**src/e2q_pkg.sv**
```systemverilog
`default_nettype none

package e2q_pkg;

  localparam int ANG_W        = 15;
  localparam int IN_TDW       = 48;
  localparam int ZW           = 25;
  localparam int XW           = 32;
  localparam int PW           = 64;
  localparam int SW           = 65;
  localparam int NAX          = 3;
  localparam int AX_ROLL      = 0;
  localparam int AX_PITCH     = 1;
  localparam int AX_YAW       = 2;
  localparam int CORDIC_STEPS = 23;
  localparam int QDEPTH       = 4;
  localparam int QPTR_W       = 2;

  localparam logic signed [XW-1:0] CORDIC_GAIN = 32'sd652032874;

  typedef struct packed {
    logic signed [ZW-1:0] z;
    logic                 neg;
  } half_ang_t;

  typedef struct packed {
    half_ang_t [NAX-1:0] ang;
  } ang_item_t;

  typedef struct packed {
    logic      valid;
    ang_item_t item;
  } q_wr_t;

  typedef struct packed {
    logic      valid;
    ang_item_t item;
  } q_rd_t;

  typedef struct packed {
    logic signed [XW-1:0] x;
    logic signed [XW-1:0] y;
    logic signed [ZW-1:0] z;
    logic                 neg;
  } crd_t;

  function automatic logic signed [ZW-1:0] atan_deg(input logic [4:0] idx);
    logic signed [ZW-1:0] a;
    unique case (idx)
      5'd0:    a = 25'sd2949120;
      5'd1:    a = 25'sd1740967;
      5'd2:    a = 25'sd919879;
      5'd3:    a = 25'sd466945;
      5'd4:    a = 25'sd234379;
      5'd5:    a = 25'sd117304;
      5'd6:    a = 25'sd58666;
      5'd7:    a = 25'sd29335;
      5'd8:    a = 25'sd14668;
      5'd9:    a = 25'sd7334;
      5'd10:   a = 25'sd3667;
      5'd11:   a = 25'sd1833;
      5'd12:   a = 25'sd917;
      5'd13:   a = 25'sd458;
      5'd14:   a = 25'sd229;
      5'd15:   a = 25'sd115;
      5'd16:   a = 25'sd57;
      5'd17:   a = 25'sd29;
      5'd18:   a = 25'sd14;
      5'd19:   a = 25'sd7;
      5'd20:   a = 25'sd4;
      5'd21:   a = 25'sd2;
      5'd22:   a = 25'sd1;
      default: a = '0;
    endcase
    return a;
  endfunction

endpackage

`default_nettype wire

```
**src/e2q_queue.sv**
```systemverilog
`default_nettype none

module e2q_queue (
  input  wire logic           clk,
  input  wire logic           rst_n,
  input  wire e2q_pkg::q_wr_t q_wr,
  output logic                q_full,
  output e2q_pkg::q_rd_t      q_rd,
  input  wire logic           q_pop
);

  import e2q_pkg::*;

  ang_item_t         ent_r [QDEPTH];
  logic [QPTR_W-1:0] wr_ptr_r, wr_ptr_nxt;
  logic [QPTR_W-1:0] rd_ptr_r, rd_ptr_nxt;
  logic [QPTR_W:0]   cnt_r, cnt_nxt;
  logic              do_push;
  logic              do_pop;

  assign q_full     = (cnt_r == (QPTR_W + 1)'(QDEPTH));
  assign q_rd.valid = (cnt_r != '0);
  assign q_rd.item  = ent_r[rd_ptr_r];

  always_comb begin
    do_push    = q_wr.valid & ~q_full;
    do_pop     = q_pop & q_rd.valid;
    wr_ptr_nxt = do_push ? wr_ptr_r + 1'b1 : wr_ptr_r;
    rd_ptr_nxt = do_pop ? rd_ptr_r + 1'b1 : rd_ptr_r;
    cnt_nxt    = cnt_r + (QPTR_W + 1)'(do_push) - (QPTR_W + 1)'(do_pop);
  end

  always_ff @(posedge clk) begin
    if (!rst_n) begin
      wr_ptr_r <= '0;
      rd_ptr_r <= '0;
      cnt_r    <= '0;
    end else begin
      wr_ptr_r <= wr_ptr_nxt;
      rd_ptr_r <= rd_ptr_nxt;
      cnt_r    <= cnt_nxt;
    end
  end

  always_ff @(posedge clk) begin
    if (do_push) begin
      ent_r[wr_ptr_r] <= q_wr.item;
    end
  end

endmodule

`default_nettype wire

```
**config.mk**
```make
export PLATFORM = sky130hd
export DESIGN_NAME = e2q_queue
export DESIGN_NICKNAME = d
export VERILOG_FILES = /design/src/e2q_pkg.sv /design/src/e2q_queue.sv
export SDC_FILE = /design/constraint.sdc
export NUM_CORES = 1
export LEC_CHECK = 0
export BUFFER_PORTS_ARGS = -buffer_cell sky130_fd_sc_hd__buf_4
export CORE_MARGIN = 4
export CORE_UTILIZATION = 61
export CTS_CLUSTER_SIZE = 14
export DETAILED_ROUTE_END_ITERATION = 16
export PLACE_DENSITY = 0.84
export SLEW_MARGIN = 20
export SYNTH_ARGS = -nofsm -noshare
export SYNTH_HDL_FRONTEND = slang
export SYNTH_SLANG_ARGS = --single-unit
```
**constraint.sdc**
```tcl
create_clock -name clk -period 8.1 [get_ports clk]
set_clock_uncertainty 0.05 [all_clocks]
set_input_delay 0.405 -clock clk [delete_from_list [all_inputs] [get_ports clk]]
set_output_delay 0.405 -clock clk [all_outputs]
set_load 0.005 [all_outputs]
```
==> metrics.cfg <==
[status]
status = complete, no violations

[setup_path]
crit_path_end_kind = output pin
max_stage_delay_ns = 0.82
start_kind = flop
crit_family = buffers and inverters
critPathRequiredTime_ns = 7.65
path_cells = buf_4 > mux4_2 > buf_4
critPathArrivalTime_ns = 3.02
reg2reg_slack_ns = 5.28
slowest_stage = dfxtp_4
worstPathMaxFanout = 42
crit_buf_inv = 2
critical_path.most_common_cell = buf_4
worst-setup-path-type = reg2out

[logic_synthesis]
synth-seq-cells = 321
synth_top_area_share_pct = 79.8
avgSynthCellArea_um2 = 25.8
synth_fp_nets = 545
ys_seq_area_share_pct = 81.3
synth_cell_type_count = 20
synth_cells = 456
syn_area_um2 = 11700
yosys-top-cells-area = edfxtp_1 (80%), mux4_2 (15%), dfxtp_1 (1.5%)
yosysWarningCount = 0
yosysTopAreaCell = edfxtp_1

[layout]
fin_area_um2 = 14900
layout_common_cells = edfxtp_1 (312), buf_4 (166), mux4_2 (78)
layout_commonest_cell = edfxtp_1
areaGrowthSynthToFinish_pct = 26.5
finalNetCount = 791
drive_gt1_share_pct = 40.4
fillers = 886

[timing]
setup_slack_ns = 4.62
rsz0062_at_grt = false
period_minus_slack_ns = 3.48
setup_viol = 0
drv_slew = 0
finalCritPeriodShare_pct = 42.9
worst-slew-pin-transition_ns = 0.859
hold_viol = 0
hold_slack_ns = 0.0152
slew_headroom_pct = 42.7
fin_setup_tns_ns = 0
fmax_mhz = 288

[die]
ios = 162
die_h_um = 147
die_x_um = 147
die_area_um2 = 21500
design.core.area_um2 = 18800
start_util_pct = 62.4
rows = 50

[clocking]
clock_path_buffers = 3
cts-htree-levels = 1
numCtsBuffers = 31
clock-sinks = 321
cts_tree = yes
holdBufCountCts = 65
cts_root_buf = clkbuf_16
clk_pin_slew_ns = 0.06
cts_setup_buffers = 0
insertion_delay_ns = 0.55
cts_resized = 0

[job]
drv_cap = 0

[global_routing]
overflow = 0
grt_pass1_wl_um = 35700
antenna_found_initial = 2
track_usage_pct = 21.8
grt_pass1_vias = 6196
grt_max_degree = 44

[routing]
drtIter0Drc = 438
drc = 0
post_drt_wl_per_cell_um = 23.0
drt_wl_total_um = 22700
dr_total_vias = 5578
dr.pass1.iters = 4
final_antenna_net_count = 0
via_per_inst = 5.65

[worst_hold_path]
hold_class = in2reg

[place]
port-buffer-count = 161
dp_hpwl_um = 12400
place_ws_ns = 5.03
place_area_um2 = 13200
place.gp.congestion = 0.721

[pwr]
power_density_nw_per_um2 = 299
leakagePower_nw = 5.05
irDropWorstVdd_mv = 0.226
total_power_mw = 4.45

-- sequential cells by signal (all words and copies together) (netlist names), named ones only --
register and cells:
wr_ptr_r 2, rd_ptr_r 2, cnt_r 3, ent_r 312
-- routing by layer --
metal  global-route usage, %  up-vias  part of all wire, %
met4                    6.02        0                  2.4
met5                       0        -                    0
met1                    28.9     2871                   38
met2                    37.0      228                   53
met3                    5.37       44                  7.4
li1                        -     2435                    -
-- cell type report --
cell class	instances	area (um^2)	share of cell area, %
sequential	321	9560	64.3
multi-input combinational	110	2030	13.7
inverter	5	18.8	0.126
clock inverter	10	98.8	0.665
clock buffer	47	886	5.96
tap	260	325	2.19
antenna	2	5.00	0.0337
timing repair buffer	233	1930	13.0
-- path summary, 6_finish.rpt --
| kind | startpoint | to | cells past startpoint |
|---|---|---|---|
| worst max-delay path | flop | q_rd[76] | 3 |
| worst min-delay path | q_wr[54] | ent_r[3][54]$_DFFE_PP_ | 1 |
| worst max register to register | cnt_r[1]$_SDFF_PN0_ | ent_r[2][7]$_DFFE_PP_ | 4 |
| worst min register to register | wr_ptr_r[0]$_SDFFE_PN0P_ | wr_ptr_r[0]$_SDFFE_PN0P_ | 2 |
-- per-stage QoR --
step	cells	util, %
2_1_floorplan	456	-
3_3_place_gp	862	70.0
3_5_place_dp	863	70.1
4_1_cts	985	78.8
5_1_grt	988	78.9
6_report	988	78.9
-- cells in the mapped netlist --
cell type	count
fa_1	1
buf_6	1
clkbuf_1	7
and2_1	7
mux4_2	78
o311ai_0	1
dfxtp_1	9
o31a_1	1
xnor2_1	4
nand2_1	4
inv_1	5
buf_4	5
buf_12	3
or3_1	1
edfxtp_1	312
mux2i_1	2
nor2b_1	4
ha_1	6
nor3b_1	1
buf_2	4
-- worst register-to-register path, stage by stage, from the launching register on --
cell	delay, ns
dfxtp_1	0.46
nor3b_1	0.13
nor2b_1	0.51
and2_4	0.70
buf_4	0.59
-- power breakdown --
part	leakage, nW	switching [mW]	internal [mW]
clock	0.482	0.568	0.812
sequential	2.93	0.105	2.02
combinational	1.64	0.396	0.551
-- cells by family (layout without fill, tap and decap cells) --
group | after synthesis | count (layout) | share of synthesized area [%]
buf+inv | 25 | 295 | 1.48
compound gates | 2 | 2 | 0.149
other cells | 0 | 2 | 0
flops | 321 | 321 | 81.3
simple gates | 17 | 17 | 0.831
mux | 80 | 80 | 15.1
fa+ha+maj | 7 | 7 | 0.810
xor+xnor | 4 | 4 | 0.298
Note: power is estimated with default switching activity, not from simulation.
