$ cat src/e2q_pkg.sv
`default_nettype none

package e2q_pkg;

  localparam int ANG_W        = 15;
  localparam int IN_TDW       = 48;
  localparam int ZW           = 25;
  localparam int XW           = 32;
  localparam int PW           = 64;
  localparam int SW           = 65;
  localparam int NAX          = 3;
  localparam int AX_ROLL      = 0;
  localparam int AX_PITCH     = 1;
  localparam int AX_YAW       = 2;
  localparam int CORDIC_STEPS = 23;
  localparam int QDEPTH       = 4;
  localparam int QPTR_W       = 2;

  localparam logic signed [XW-1:0] CORDIC_GAIN = 32'sd652032874;

  typedef struct packed {
    logic signed [ZW-1:0] z;
    logic                 neg;
  } half_ang_t;

  typedef struct packed {
    half_ang_t [NAX-1:0] ang;
  } ang_item_t;

  typedef struct packed {
    logic      valid;
    ang_item_t item;
  } q_wr_t;

  typedef struct packed {
    logic      valid;
    ang_item_t item;
  } q_rd_t;

  typedef struct packed {
    logic signed [XW-1:0] x;
    logic signed [XW-1:0] y;
    logic signed [ZW-1:0] z;
    logic                 neg;
  } crd_t;

  function automatic logic signed [ZW-1:0] atan_deg(input logic [4:0] idx);
    logic signed [ZW-1:0] a;
    unique case (idx)
      5'd0:    a = 25'sd2949120;
      5'd1:    a = 25'sd1740967;
      5'd2:    a = 25'sd919879;
      5'd3:    a = 25'sd466945;
      5'd4:    a = 25'sd234379;
      5'd5:    a = 25'sd117304;
      5'd6:    a = 25'sd58666;
      5'd7:    a = 25'sd29335;
      5'd8:    a = 25'sd14668;
      5'd9:    a = 25'sd7334;
      5'd10:   a = 25'sd3667;
      5'd11:   a = 25'sd1833;
      5'd12:   a = 25'sd917;
      5'd13:   a = 25'sd458;
      5'd14:   a = 25'sd229;
      5'd15:   a = 25'sd115;
      5'd16:   a = 25'sd57;
      5'd17:   a = 25'sd29;
      5'd18:   a = 25'sd14;
      5'd19:   a = 25'sd7;
      5'd20:   a = 25'sd4;
      5'd21:   a = 25'sd2;
      5'd22:   a = 25'sd1;
      default: a = '0;
    endcase
    return a;
  endfunction

endpackage

`default_nettype wire

$ cat src/e2q_front.sv
`default_nettype none

module e2q_front #(
  parameter int ANGLE_FRAC_BITS = 6
) (
  input  wire logic                      in_tvalid,
  output logic                           in_tready,
  input  wire logic [e2q_pkg::IN_TDW-1:0] in_tdata,
  input  wire logic                      q_full,
  output e2q_pkg::q_wr_t                 q_wr
);

  import e2q_pkg::*;

  localparam int HALF_SH  = 15 - ANGLE_FRAC_BITS;
  localparam int TURN_RAW = 360 << (ANGLE_FRAC_BITS + 1);
  localparam int HALF_RAW = 180 << (ANGLE_FRAC_BITS + 1);
  localparam int QTR_RAW  = 90 << (ANGLE_FRAC_BITS + 1);
  localparam int NK       = 16384 / TURN_RAW + 1;
  localparam int RW       = 17;

  function automatic half_ang_t reduce(input logic signed [ANG_W-1:0] raw);
    logic signed [RW-1:0] wrap;
    logic signed [RW-1:0] r;
    logic signed [RW-1:0] f;
    logic                 neg;
    half_ang_t            h;
    wrap = '0;
    for (int k = -NK; k <= NK; k++) begin
      if ((int'(raw) >= k * TURN_RAW - HALF_RAW) && (int'(raw) < k * TURN_RAW + HALF_RAW)) begin
        wrap = RW'(k * TURN_RAW);
      end
    end
    r = RW'(raw) - wrap;
    priority if (int'(r) > QTR_RAW) begin
      f   = RW'(int'(r) - HALF_RAW);
      neg = 1'b1;
    end else if (int'(r) < -QTR_RAW) begin
      f   = RW'(int'(r) + HALF_RAW);
      neg = 1'b1;
    end else begin
      f   = r;
      neg = 1'b0;
    end
    h.z   = ZW'(f) <<< HALF_SH;
    h.neg = neg;
    return h;
  endfunction

  assign in_tready = ~q_full;

  always_comb begin
    q_wr.valid             = in_tvalid & ~q_full;
    q_wr.item.ang[AX_ROLL]  = reduce(in_tdata[ANG_W-1:0]);
    q_wr.item.ang[AX_PITCH] = reduce(in_tdata[2*ANG_W-1:ANG_W]);
    q_wr.item.ang[AX_YAW]   = reduce(in_tdata[3*ANG_W-1:2*ANG_W]);
  end

endmodule

`default_nettype wire

$ cat config.mk
export PLATFORM = sky130hd
export DESIGN_NAME = e2q_front
export DESIGN_NICKNAME = d
export VERILOG_FILES = /design/src/e2q_pkg.sv /design/src/e2q_front.sv
export SDC_FILE = /design/constraint.sdc
export NUM_CORES = 1
export LEC_CHECK = 0
export BUFFER_PORTS_ARGS = -buffer_cell sky130_fd_sc_hd__clkbuf_2
export CAP_MARGIN = 0
export CORE_UTILIZATION = 47
export DETAILED_ROUTE_END_ITERATION = 8
export PLACE_DENSITY = 0.85
export RECOVER_POWER = 100
export SYNTH_ARGS = -nofsm -noshare
export SYNTH_HDL_FRONTEND = slang
export SYNTH_SLANG_ARGS = --single-unit
export TNS_END_PERCENT = 5
$ cat constraint.sdc
create_clock -name vclk -period 2.5
set_input_delay 0.125 -clock vclk [all_inputs]
set_output_delay 0.125 -clock vclk [all_outputs]
set_load 0.05 [all_outputs]
==> flow_metrics.tcl <==
set metrics [dict create \
    worstMarginPinSlew_ns 0.6190 \
    avgSynthCellArea_um2 7.491 \
    row_count 25 \
    cp_slowest_cell "or4_1" \
    grt_usage 0.1867 \
    overflow 0 \
    dp_hpwl_mm 4.447 \
    grt_pass1_vias 2140 \
    yosysWarningCount 0 \
    ioPinCount 130 \
    synth_area_leaders "ha_1 (20%), buf_4 (18%), xnor2_1 (9.1%)" \
    wl_per_cell_um 10.40 \
    cts.repair.resized 0 \
    die_h_um 71.95 \
    die_x_um 71.95 \
    drv_slew 0 \
    synth_most_common_cell "buf_4" \
    grt_pass1_wl_mm 8.355 \
    path_class "input port to output port" \
    path_buf_inv 2 \
    clkPwrFrac 0 \
    cp_slowest_stage_delay_ns 0.56 \
    maxCapViolations 0 \
    grt_max_degree 11 \
    dr.pass1.iters 4 \
    drive_above_1_share 0.2995 \
    seqCellArea_um2 0 \
    syn2layout_area_growth_pct 21.98 \
    dr_total_vias 2359 \
    path_max_fanout 10 \
    design.seq.count 0 \
    crit_family "compound AO/OA/AOI/OAI gates" \
    combPwrFrac 1.000 \
    internal_power_w 0.0005400 \
    power.density_nw_per_um2 629.9 \
    drc 0 \
    postSynthCellCount 307 \
    io_buffers 100 \
    outcome "completed" \
    holdPathEnd "q_wr[11]" \
    max_slew_margin 0.5891 \
    core_area_um2 4723 \
    synth_top_area_frac 0.1959 \
    drt-initial-drc-count 58 \
    hp-class "input port to output port" \
    initial_core_util 0.4869 \
    min_path_cells 2 \
    hp-start "in_tdata[1]" \
    max_freq_mhz 412.1 \
    finalCritPeriodShare 0.9706 \
    hold_violations 0 \
    die_area_um2 5177 \
    setup_tns_ns 0 \
    yosysTopAreaCell "ha_1" \
    postCtsHoldBufs 0 \
    worst_slack_ns 0.07362 \
    routabilityCongestion 0.8874 \
    power.switching_w 0.001227 \
    viasPerCell 4.904 \
    antenna_found_initial 0 \
    crit_path_end_kind "output port" \
    nClkBuffers 0 \
    postCtsSetupBuffers 0 \
    power_frac_seq 0 \
    ys_types 46 \
    synth_commonest_cells "buf_4 (56), ha_1 (36), xnor2_1 (24)" \
    synth_area_um2 2300 \
    dp_worst_setup_slack_ns 0.04276 \
    yosysSeqAreaShare 0 \
    setup_viol 0 \
    holdWs_ns 0.6180 \
    diodes 0 \
    cp.required_ns 2.38 \
    ir_drop_v 0.0004374 \
    fin_crit_ns 2.426 \
    arrival_ns 2.30 \
    wl_mm 5.002 \
    antenna_left 0 \
    sw_frac_of_total 0.6944 \
    final_net_count 502 \
    cp_cell_sequence "clkbuf_2, ha_1, a21oi_2, o21ai_2, a211o_2, xnor2_4, or4_1, a31oi_2, buf_2" \
    critPathLaunchType "input port" \
    leakagePower_nw 1.432 \
]
logic make-up (layout without fill, tap and decap cells):
kind of cell	after synthesis	in the layout	synth area share
buffers and inverters	76	137	0.2154
xor gates and xnor gates	38	38	0.1578
and+or+nand+nor	76	76	0.1632
AOI/OAI and AO/OA	76	76	0.2508
muxes	3	3	0.01360
other	2	48	0.003266
adders and majority gates	36	36	0.1959
worst max-delay path by stage:
stage                      start  endpoint  slack, ns  cells after the start
global route        in_tdata[43]  q_wr[73]     -0.003                     11
CTS                 in_tdata[28]  q_wr[50]       0.05                      9
floorplan           in_tdata[43]  q_wr[71]      -0.11                      9
global placement    in_tdata[28]  q_wr[50]       0.09                      9
detailed placement  in_tdata[12]  q_wr[23]       0.04                     11
finish              in_tdata[28]  q_wr[50]       0.07                      9
layer usage:
| layer | track usage | vias to the layer above | wire length [um] |
|---|---|---|---|
| li1 | - | 1198 | - |
| met1 | 0.2133 | 1079 | 2041 |
| met2 | 0.3836 | 78 | 2751 |
| met3 | 0.005556 | 4 | 164 |
| met4 | 0.03268 | 0 | 44 |
| met5 | 0 | - | 0 |
cells in the final DEF, fill, tap and decap left out, types with 5 or more instances in the layout:
cell and count:
clkbuf_2 61, conb_1 48, ha_1 36, clkbuf_1 29
nand2_1 23, buf_4 23, xnor2_1 21, inv_1 15
nor2_1 15, a21oi_1 11, xor2_1 10, o21ai_0 8
nor3_1 7, a21oi_2 6, a31oi_1 6, a211o_1 5
nor4_1 5, nand3_1 5, xnor2_2 5, o211ai_1 5
power by group through the flow:
| stage | combinational (W) | clock (W) | sequential [W] |
|---|---|---|---|
| 3_3_place_gp | 0.00170 | 0 | 0 |
| 3_5_place_dp | 0.00173 | 0 | 0 |
| 6_report | 0.00177 | 0 | 0 |
| 5_1_grt | 0.00188 | 0 | 0 |
| 4_1_cts | 0.00174 | 0 | 0 |
| 2_1_floorplan | 0.00142 | 0 | 0 |
layout make-up:
type / count / area [um^2]
Inverter: 17 / 63.81
Fill cell: 469 / 1918
Timing Repair Buffer: 120 / 631.9
Multi-Input combinational cell: 277 / 2026
Tap cell: 67 / 83.83
through the flow:
step                utilization  cells  area (um^2)  total power (W)
finish                   0.5939    481         2805         0.001767
global route             0.5939    481         2805         0.001885
CTS                      0.5936    481         2804         0.001736
detailed placement       0.5936    481         2804         0.001731
global placement         0.5936    481         2804         0.001703
floorplan                     -    353         2501         0.001422
No activity file was read; power rests on OpenSTA's default activity.
